**config.mk**
```make
export PLATFORM = sky130hd
export DESIGN_NAME = mjd_bcd_time_to_calendar_top
export DESIGN_NICKNAME = d
export VERILOG_FILES = /design/src/rtl/mbtc_pkg.sv /design/src/rtl/mbtc_front.sv /design/src/rtl/mbtc_fifo.sv /design/src/rtl/mbtc_back.sv /design/src/rtl/mjd_bcd_time_to_calendar_top.sv
export VERILOG_INCLUDE_DIRS = /design/src /design/src/rtl
export SDC_FILE = /design/constraint.sdc
export NUM_CORES = 1
export LEC_CHECK = 0
export ABC_CLOCK_PERIOD_IN_PS = 7400
export BUFFER_PORTS_ARGS = -buffer_cell sky130_fd_sc_hd__buf_2
export CAP_MARGIN = 20
export CORE_MARGIN = 2
export CORE_UTILIZATION = 25
export DETAILED_ROUTE_END_ITERATION = 12
export GPL_TIMING_DRIVEN = 0
export SYNTH_ARGS = -nofsm -noshare
export SYNTH_HDL_FRONTEND = slang
export SYNTH_SLANG_ARGS = --single-unit
```
**constraint.sdc**
```tcl
create_clock -name clk -period 7.4 [get_ports clk]
set_input_delay 1.48 -clock clk [delete_from_list [all_inputs] [get_ports clk]]
set_output_delay 1.48 -clock clk [all_outputs]
set_load 0.03 [all_outputs]
```
**src/rtl/mjd_bcd_time_to_calendar_top_macros.svh**
```systemverilog
// Assertion helpers, clocked on clk and disabled while arst_n is low.
`ifndef MJD_BCD_TIME_TO_CALENDAR_TOP_MACROS_SVH
`define MJD_BCD_TIME_TO_CALENDAR_TOP_MACROS_SVH

// Same-cycle implication.
`define MBTC_ASSERT_IMPL(name, ante, cons, msg) \
	name: assert property (@(posedge clk) disable iff (!arst_n) (ante) |-> (cons)) \
		else $error(msg);

// Next-cycle implication.
`define MBTC_ASSERT_NEXT(name, ante, cons, msg) \
	name: assert property (@(posedge clk) disable iff (!arst_n) (ante) |=> (cons)) \
		else $error(msg);

`endif

```
**src/rtl/mbtc_pkg.sv**
```systemverilog
package mbtc_pkg;

	// Depth of the queue between front and back.
	localparam int unsigned QDEPTH = 4;
	localparam int unsigned QPTR_W = $clog2(QDEPTH);

	localparam int unsigned U_W = 19;

	// MJD at which the Gregorian correction term b steps from 49 to 50.
	localparam logic [15:0] GREG_SPLIT_MJD = 16'd15079;
	// 4*jd - 237 reduced modulo 1461, with the MJD term taken out.
	localparam logic [U_W-1:0] U_BASE = 19'd1045;
	localparam logic [10:0] DAYS_4Y = 11'd1461;
	// floor(2^30 / 1461); the estimate is low by at most one.
	localparam logic [19:0] RECIP_4Y = 20'd734936;
	localparam int unsigned RECIP_SHIFT = 30;
	localparam logic [8:0] YEAR_BIAS = 9'd42;
	// Remainder at which the quarter-day offset rolls the year over.
	localparam logic [10:0] YEAR_ROLL = 11'd1224;
	localparam logic [3:0] MONTHS_FROM_MARCH = 4'd12;
	localparam logic [3:0] MONTH_WRAP = 4'd10;

	typedef struct packed {
		logic [U_W-1:0] u;
		logic [6:0]     hour;
		logic [6:0]     minute;
		logic [6:0]     second;
	} item_t;

	// First day index (days since March 1) of each month counted from March.
	function automatic logic [8:0] month_first_day(input logic [3:0] mi);
		logic [8:0] t;
		begin
			case (mi)
				4'd0:    t = 9'd0;
				4'd1:    t = 9'd31;
				4'd2:    t = 9'd61;
				4'd3:    t = 9'd92;
				4'd4:    t = 9'd122;
				4'd5:    t = 9'd153;
				4'd6:    t = 9'd184;
				4'd7:    t = 9'd214;
				4'd8:    t = 9'd245;
				4'd9:    t = 9'd275;
				4'd10:   t = 9'd306;
				4'd11:   t = 9'd337;
				default: t = 9'd0;
			endcase
			return t;
		end
	endfunction

endpackage

```
**src/rtl/mbtc_front.sv**
```systemverilog
module mbtc_front (
	input  logic                 clk,
	input  logic                 arst_n,
	input  logic                 push,
	output logic                 full,
	input  logic [39:0]          time_code,
	output logic                 q_push,
	input  logic                 q_full,
	output mbtc_pkg::item_t      q_item
);

	logic            vld_s1;
	mbtc_pkg::item_t item_s1;
	mbtc_pkg::item_t item_d;
	logic            accept;
	logic [15:0]     mjd;
	logic            greg;

	function automatic logic [6:0] bcd_decode(input logic [7:0] b);
		logic [3:0] hi;
		logic [3:0] lo;
		logic [6:0] v;
		begin
			hi = b[7:4];
			lo = b[3:0];
			if (hi > 4'd9)
				v = 7'd0;
			else if (lo > 4'd9)
				v = 7'(hi);
			else
				v = 7'(7'(hi) * 7'd10 + 7'(lo));
			return v;
		end
	endfunction

	assign full   = vld_s1 && q_full;
	assign accept = push && !full;
	assign q_push = vld_s1 && !q_full;
	assign q_item = item_s1;

	assign mjd  = time_code[39:24];
	assign greg = (mjd >= mbtc_pkg::GREG_SPLIT_MJD);

	always_comb begin
		item_d.u      = {1'b0, mjd, 2'b00} + mbtc_pkg::U_BASE + {16'd0, greg, 2'b00};
		item_d.hour   = bcd_decode(time_code[23:16]);
		item_d.minute = bcd_decode(time_code[15:8]);
		item_d.second = bcd_decode(time_code[7:0]);
	end

	always_ff @(posedge clk or negedge arst_n) begin
		if (!arst_n) begin
			vld_s1 <= 1'b0;
		end else if (accept) begin
			vld_s1 <= 1'b1;
		end else if (q_push) begin
			vld_s1 <= 1'b0;
		end
	end

	always_ff @(posedge clk) begin
		if (accept) begin
			item_s1 <= item_d;
		end
	end

endmodule

```
**src/rtl/mbtc_fifo.sv**
```systemverilog
`include "mjd_bcd_time_to_calendar_top_macros.svh"

module mbtc_fifo (
	input  logic            clk,
	input  logic            arst_n,
	input  logic            wr_en,
	input  mbtc_pkg::item_t wr_data,
	output logic            full,
	input  logic            rd_en,
	output mbtc_pkg::item_t rd_data,
	output logic            empty
);

	mbtc_pkg::item_t                  mem_q [mbtc_pkg::QDEPTH];
	logic [mbtc_pkg::QPTR_W-1:0]      wr_ptr_q;
	logic [mbtc_pkg::QPTR_W-1:0]      rd_ptr_q;
	logic [mbtc_pkg::QPTR_W:0]        cnt_q;
	logic                             do_wr;
	logic                             do_rd;

	assign full    = (cnt_q == (mbtc_pkg::QPTR_W+1)'(mbtc_pkg::QDEPTH));
	assign empty   = (cnt_q == '0);
	assign do_wr   = wr_en && !full;
	assign do_rd   = rd_en && !empty;
	assign rd_data = mem_q[rd_ptr_q];

	always_ff @(posedge clk or negedge arst_n) begin
		if (!arst_n) begin
			wr_ptr_q <= '0;
			rd_ptr_q <= '0;
			cnt_q    <= '0;
		end else begin
			if (do_wr)
				wr_ptr_q <= wr_ptr_q + 1'b1;
			if (do_rd)
				rd_ptr_q <= rd_ptr_q + 1'b1;
			if (do_wr && !do_rd)
				cnt_q <= cnt_q + 1'b1;
			else if (do_rd && !do_wr)
				cnt_q <= cnt_q - 1'b1;
		end
	end

	always_ff @(posedge clk) begin
		if (do_wr) begin
			mem_q[wr_ptr_q] <= wr_data;
		end
	end

	`MBTC_ASSERT_IMPL(a_cnt_bound, 1'b1, cnt_q <= (mbtc_pkg::QPTR_W+1)'(mbtc_pkg::QDEPTH), "queue count overflow")
	`MBTC_ASSERT_NEXT(a_wr_counts, do_wr && !do_rd, cnt_q == $past(cnt_q) + 1'b1, "write not counted")

endmodule

```
**src/rtl/mbtc_back.sv**
```systemverilog
`include "mjd_bcd_time_to_calendar_top_macros.svh"

module mbtc_back (
	input  logic                clk,
	input  logic                arst_n,
	input  logic                q_empty,
	input  mbtc_pkg::item_t     q_item,
	output logic                q_pop,
	output logic                empty,
	input  logic                pop,
	output logic signed [8:0]   year_since_1900,
	output logic [3:0]          month,
	output logic [4:0]          day,
	output logic [6:0]          hour,
	output logic [6:0]          minute,
	output logic [6:0]          second
);

	// stage 1: quotient estimate of u / 1461
	logic                         vld_s1;
	logic [mbtc_pkg::U_W-1:0]     u_s1;
	logic [7:0]                   qe_s1;
	logic [6:0]                   hr_s1, mn_s1, sc_s1;
	// stage 2: exact quotient and remainder
	logic                         vld_s2;
	logic [7:0]                   q_s2;
	logic [10:0]                  r_s2;
	logic [6:0]                   hr_s2, mn_s2, sc_s2;
	// stage 3: result register
	logic                         vld_s3;
	logic signed [8:0]            yr_s3;
	logic [3:0]                   mon_s3;
	logic [4:0]                   day_s3;
	logic [6:0]                   hr_s3, mn_s3, sc_s3;

	logic                         adv1, adv2, adv3;
	logic [38:0]                  prod;
	logic [mbtc_pkg::U_W-1:0]     qm;
	logic [11:0]                  rr;
	logic [7:0]                   q_fix;
	logic [10:0]                  r_fix;
	logic [8:0]                   doy;
	logic [3:0]                   mi;
	logic [3:0]                   mon_d;
	logic [4:0]                   day_d;
	logic [8:0]                   yr_d;

	assign adv3  = !vld_s3 || pop;
	assign adv2  = !vld_s2 || adv3;
	assign adv1  = !vld_s1 || adv2;
	assign q_pop = !q_empty && adv1;
	assign empty = !vld_s3;

	assign prod = 39'(q_item.u) * 39'(mbtc_pkg::RECIP_4Y);

	always_comb begin
		qm = mbtc_pkg::U_W'(mbtc_pkg::U_W'(qe_s1) * mbtc_pkg::U_W'(mbtc_pkg::DAYS_4Y));
		rr = 12'(u_s1 - qm);
		if (rr >= 12'(mbtc_pkg::DAYS_4Y)) begin
			r_fix = 11'(rr - 12'(mbtc_pkg::DAYS_4Y));
			q_fix = qe_s1 + 8'd1;
		end else begin
			r_fix = rr[10:0];
			q_fix = qe_s1;
		end
	end

	// month index counted from March, then day within month, calendar month and year
	always_comb begin
		doy = r_s2[10:2];
		mi  = 4'd0;
		for (int k = 1; k < 12; k++) begin
			if (doy >= mbtc_pkg::month_first_day(4'(k)))
				mi = mi + 4'd1;
		end
		day_d = 5'(doy - mbtc_pkg::month_first_day(mi) + 9'd1);
		if (mi >= mbtc_pkg::MONTH_WRAP)
			mon_d = mi - mbtc_pkg::MONTH_WRAP;
		else
			mon_d = mi + (mbtc_pkg::MONTHS_FROM_MARCH - mbtc_pkg::MONTH_WRAP);
		yr_d = 9'(q_s2) - mbtc_pkg::YEAR_BIAS + 9'(r_s2 >= mbtc_pkg::YEAR_ROLL);
	end

	always_ff @(posedge clk or negedge arst_n) begin
		if (!arst_n) begin
			vld_s1 <= 1'b0;
			vld_s2 <= 1'b0;
			vld_s3 <= 1'b0;
		end else begin
			if (adv1)
				vld_s1 <= q_pop;
			if (adv2)
				vld_s2 <= vld_s1;
			if (adv3)
				vld_s3 <= vld_s2;
		end
	end

	always_ff @(posedge clk) begin
		if (adv1) begin
			u_s1  <= q_item.u;
			qe_s1 <= prod[mbtc_pkg::RECIP_SHIFT+7:mbtc_pkg::RECIP_SHIFT];
			hr_s1 <= q_item.hour;
			mn_s1 <= q_item.minute;
			sc_s1 <= q_item.second;
		end
		if (adv2) begin
			q_s2  <= q_fix;
			r_s2  <= r_fix;
			hr_s2 <= hr_s1;
			mn_s2 <= mn_s1;
			sc_s2 <= sc_s1;
		end
		if (adv3) begin
			yr_s3  <= $signed(yr_d);
			mon_s3 <= mon_d;
			day_s3 <= day_d;
			hr_s3  <= hr_s2;
			mn_s3  <= mn_s2;
			sc_s3  <= sc_s2;
		end
	end

	assign year_since_1900 = yr_s3;
	assign month           = mon_s3;
	assign day             = day_s3;
	assign hour            = hr_s3;
	assign minute          = mn_s3;
	assign second          = sc_s3;

	`MBTC_ASSERT_IMPL(a_rem_range, vld_s2, r_s2 < mbtc_pkg::DAYS_4Y, "remainder not reduced")
	`MBTC_ASSERT_IMPL(a_month_range, vld_s3, mon_s3 < mbtc_pkg::MONTHS_FROM_MARCH, "month out of range")
	`MBTC_ASSERT_NEXT(a_hold_stall, vld_s3 && !pop, vld_s3 && $stable(yr_s3) && $stable(day_s3),
		"result changed while stalled")

endmodule

```
**src/rtl/mjd_bcd_time_to_calendar_top.sv**
```systemverilog
// MJD + BCD time code to calendar date and time of day.
// Input channel: push / full with a 40-bit time_code (MJD in bits 39..24,
// BCD hour, minute, second below). A request is taken on a rising edge with
// push high and full low.
// Result channel: empty / pop. While empty is low the oldest result is on
// year_since_1900, month, day, hour, minute, second; it is taken on an edge
// with pop high.
// Throughput: one request per cycle, with no gaps, while pop keeps up.
// Path: when the result side is not stalled, a request passes the input register,
// the queue write and the three back stages before empty falls.
// The date divide by 1461 is a reciprocal multiply and one correction step,
// split over two back stages; month and day come from a compare table.
// Stalls: when pop stays low the back stages fill, then the four-entry queue,
// then the input register, and only then full rises.
// Reset (arst_n low): all queues and stages empty, full and empty low/high.
module mjd_bcd_time_to_calendar_top (
	input  logic              clk,
	input  logic              arst_n,
	input  logic              push,
	output logic              full,
	input  logic [39:0]       time_code,
	output logic              empty,
	input  logic              pop,
	output logic signed [8:0] year_since_1900,
	output logic [3:0]        month,
	output logic [4:0]        day,
	output logic [6:0]        hour,
	output logic [6:0]        minute,
	output logic [6:0]        second
);

	logic            q_push;
	logic            q_full;
	logic            q_pop;
	logic            q_empty;
	mbtc_pkg::item_t q_wr_item;
	mbtc_pkg::item_t q_rd_item;

	mbtc_front u_front (
		.clk       (clk),
		.arst_n    (arst_n),
		.push      (push),
		.full      (full),
		.time_code (time_code),
		.q_push    (q_push),
		.q_full    (q_full),
		.q_item    (q_wr_item)
	);

	mbtc_fifo u_fifo (
		.clk     (clk),
		.arst_n  (arst_n),
		.wr_en   (q_push),
		.wr_data (q_wr_item),
		.full    (q_full),
		.rd_en   (q_pop),
		.rd_data (q_rd_item),
		.empty   (q_empty)
	);

	mbtc_back u_back (
		.clk             (clk),
		.arst_n          (arst_n),
		.q_empty         (q_empty),
		.q_item          (q_rd_item),
		.q_pop           (q_pop),
		.empty           (empty),
		.pop             (pop),
		.year_since_1900 (year_since_1900),
		.month           (month),
		.day             (day),
		.hour            (hour),
		.minute          (minute),
		.second          (second)
	);

endmodule
```
==> metrics.md <==
| Metric | Value |
|---|---|
| GR Overflow Total | 0 |
| Worst Setup Slack, final | -0.05604 ns |
| Vias in the first global route | 13130 |
| Status | finished, violations left |
| Die area | 86380 µm² |
| Async SR Flop Fraction | 3.470% |
| GRT Total Usage | 9.852% |
| PortBufs | 84 |
| Post-synth EDFFs | 306 |
| Syn Area/Cell | 13.42 µm² |
| Worst r2r src | u_back.r_s2[8]$_DFFE_PP_ |
| Chip width | 293.9 µm |
| Starting Density | 25.19% |
| Reg2reg setup slack | -0.06 ns |
| Residual DRC | 0 |
| Synth Cell Area | 21010 µm² |
| Sequential area share after synthesis | 45.04% |
| Top Metal Used | met4 |
| Area grow syn2layout | 19.04% |
| Ys flop type | edfxtp_1 |
| Clk_skew | 0.02870 ns |
| CTS Sinks | 317 |
| # H-tree levels | 2 |
| Final hold viol count | 0 |
| Crit share post-route | 100.8% |
| Max clock buf depth | 3 |
| Met2 WL | 21.90 mm |
| Placer Congestion | 0.8609 |
| Slew margin rel. | 37.04% |
| Worst Tran Pin Value | 0.9444 ns |
| Max cap viols | 0 |
| Max Freq | 134.1 MHz |
| R2R cell count | 39 |
| Reg2reg end | u_back.day[4]$_DFFE_PP_ |
| WS Path Type | reg2reg |
| First-pass GRT wire length | 68.46 mm |
| Arrival @ worst endpoint | 7.73 ns |
| Cell repeated most along the worst path | ha_4 |
| Yosys reg bits | 317 |
| Area leader, netlist | edfxtp_1 |
| Largest stage delay, worst path | 0.45 ns |
| Root Buffer | clkbuf_16 |
| CTS clk-pin slew, worst paths | 0.06 ns |
| Violated checks | setup timing |
| Antenna Nets Post-Route | 0 |
| Metal-1 WL | 18.40 mm |
| CTS Buf Count | 34 |
| Detailed Route WL | 42.69 mm |
| Cts hold-fix bufs | 0 |
| CTS tree | yes |
| Net Count, Synth | 1999 |
| Final setup vio count | 1 |
| Clk_lat worst skew | 0.55 ns |
| Slowest CP cell | edfxtp_1 |
| Initial antenna violation count | 5 |
| Top-count cell post-synth | edfxtp_1 |
| Slew Viols, Final | 0 |
| Hold path cells | 0 |
| Pre-antenna DRT Iters | 6 |
| Worst min-delay path startpoint | u_back.hr_s1[3]$_DFFE_PN_ |
| Final net count | 2192 |
| Hold Path Sink | u_back.hr_s2[3]$_DFFE_PP_ |
| Yosys cell types | 75 |
| Hpwl dp | 32.11 mm |
| Worst hold path class | reg2reg |
| Routed vias | 12330 |
| Vias per cell | 4.303 |
| Yosys top cell area share | 43.73% |
| CP bufs+invs | 4 |
| Yosys warns | 0 |
| Mapped Cells | 1566 |
| RSZ-0062 raised after global routing | yes |
| CP Max Fanout | 7 |
| Diodes inserted | 0 |
| CORE AREA | 83420 µm² |
| Num rows | 106 |
| Critical path endpoint category | flop |
| WP data required | 7.67 ns |
| Synth top cells by count | edfxtp_1 (306), inv_1 (279), ha_1 (231), fa_1 (158), xnor2_1 (70) |
| Largest net degree at the start of global routing | 36 |
| Startpoint types | flop |
| Post-route minimum period | 7.456 ns |
| Die span in y | 293.9 µm |
| Iteration-0 DRC Markers | 698 |
| Hold Worst Slack | 0.4186 ns |
| Layout cells sized above 1 | 19.67% |
| Met3 wire length | 1.672 mm |
| Num ports | 85 |
| Wire per inst | 14.91 µm |
| Kind of cell adding the most delay to the critical path | compound AO/OA/AOI/OAI gates |
| Largest cells by area after synthesis | edfxtp_1 (44%), fa_1 (15%), ha_1 (14%), inv_1 (5.0%), mux4_2 (4.1%) |
cells by family (layout without fill, tap and decap cells):
group,after synthesis,in the layout,synth area share [%]
AO/OA/AOI/OAI,174,174,5.753
buffers and inverters,305,523,5.556
multiplexers,49,49,4.615
flip-flops,317,317,45.04
XOR/XNOR,108,108,4.746
adder cells (fa/ha/maj),389,389,28.81
AND/OR/NAND/NOR,224,224,5.478
cell type report:
type	count	area, µm²
fillers	8245	58410
repair buffers	161	1130
inverters	280	1059
clock inverters	18	196.4
flip-flops and latches	317	9465
clock buffers	43	905.9
well taps	1080	1351
multi-input cells	944	10740
plain buffers	21	163.9
sequential cells by signal, indices dropped and copies added (netlist names), 8 cells and up:
signal,count
u_back.qe_s1,8
u_front.q_item,38
u_fifo.mem_q,152
u_back.q_s2,8
u_back.year_since_1900,9
u_back.r_s2,9
u_back.u_s1,10
per-stage QoR:
stage | cell area, µm² | setup TNS [ns] | util (%) | worst slack, ns | std cells
after floorplan | 21050 | -0.02214 | - | -0.02214 | 1566
after global placement | 22820 | -5.742 | 27.36 | -1.011 | 2730
after detailed placement | 23010 | -6.411 | 27.58 | -1.048 | 2738
after CTS | 24600 | 0 | 29.49 | 0.008030 | 2833
after global routing | 25010 | -0.8398 | 29.98 | -0.3517 | 2864
final | 25010 | -0.05604 | 29.98 | -0.05604 | 2864
timing repair:
item                                   in CTS  in global routing
setup endpoints to repair                  12                  8
resized for setup                          56                 51
endpoints found under the hold margin       0                  0
buffers inserted                           35                 34
pin swaps                                  25                 40
per-layer routing:
| metal | up-vias | track usage [%] |
|---|---|---|
| li1 | 5834 | - |
| met1 | 6179 | 12.24 |
| met2 | 248 | 17.92 |
| met3 | 64 | 1.662 |
| met4 | 0 | 1.929 |
| met5 | - | 0 |
how the worst max path moves through the flow:
| stage | startpoint | endpoint | slack (ns) | cells after the start |
|---|---|---|---|---|
| global route | u_back.r_s2[8]$_DFFE_PP_ | u_back.day[4]$_DFFE_PP_ | -0.35 | 41 |
| floorplan | u_back.r_s2[8]$_DFFE_PP_ | u_back.day[4]$_DFFE_PP_ | -0.02 | 41 |
| detailed placement | u_fifo.rd_ptr_q[0]$_DFFE_PN0P_ | u_back.qe_s1[7]$_DFFE_PN_ | -1.05 | 24 |
| CTS | u_back.r_s2[9]$_DFFE_PP_ | u_back.day[4]$_DFFE_PP_ | 0.008 | 41 |
| global placement | u_fifo.rd_ptr_q[0]$_DFFE_PN0P_ | u_back.qe_s1[7]$_DFFE_PN_ | -1.01 | 24 |
| finish | u_back.r_s2[8]$_DFFE_PP_ | u_back.day[4]$_DFFE_PP_ | -0.06 | 39 |
cells in the final DEF (no fill, tap or decap), types with 5 or more instances in the layout:
cell type	n
xnor2_1	66
nor3_1	13
a21oi_1	28
ha_2	5
dfrtp_1	10
nor2b_1	12
ha_4	11
nor2_1	46
buf_12	8
nor2_2	5
and2_1	5
nand2_1	53
o21a_1	23
a31oi_1	9
clkbuf_16	35
and3_1	7
inv_2	6
edfxtp_1	306
o21ai_1	8
a211oi_2	5
mux2i_1	7
or3_1	7
mux4_2	38
o32ai_1	5
buf_6	10
inv_1	272
ha_1	215
a21o_1	7
nand2b_1	11
fa_1	158
a21boi_0	5
xor2_1	33
clkbuf_1	11
buf_2	88
o21ai_0	34
nand3_1	18
a211oi_1	6
buf_4	67
Power is not shown: default switching activity piles up to over one toggle a cycle in this logic, so the estimate is an artifact.
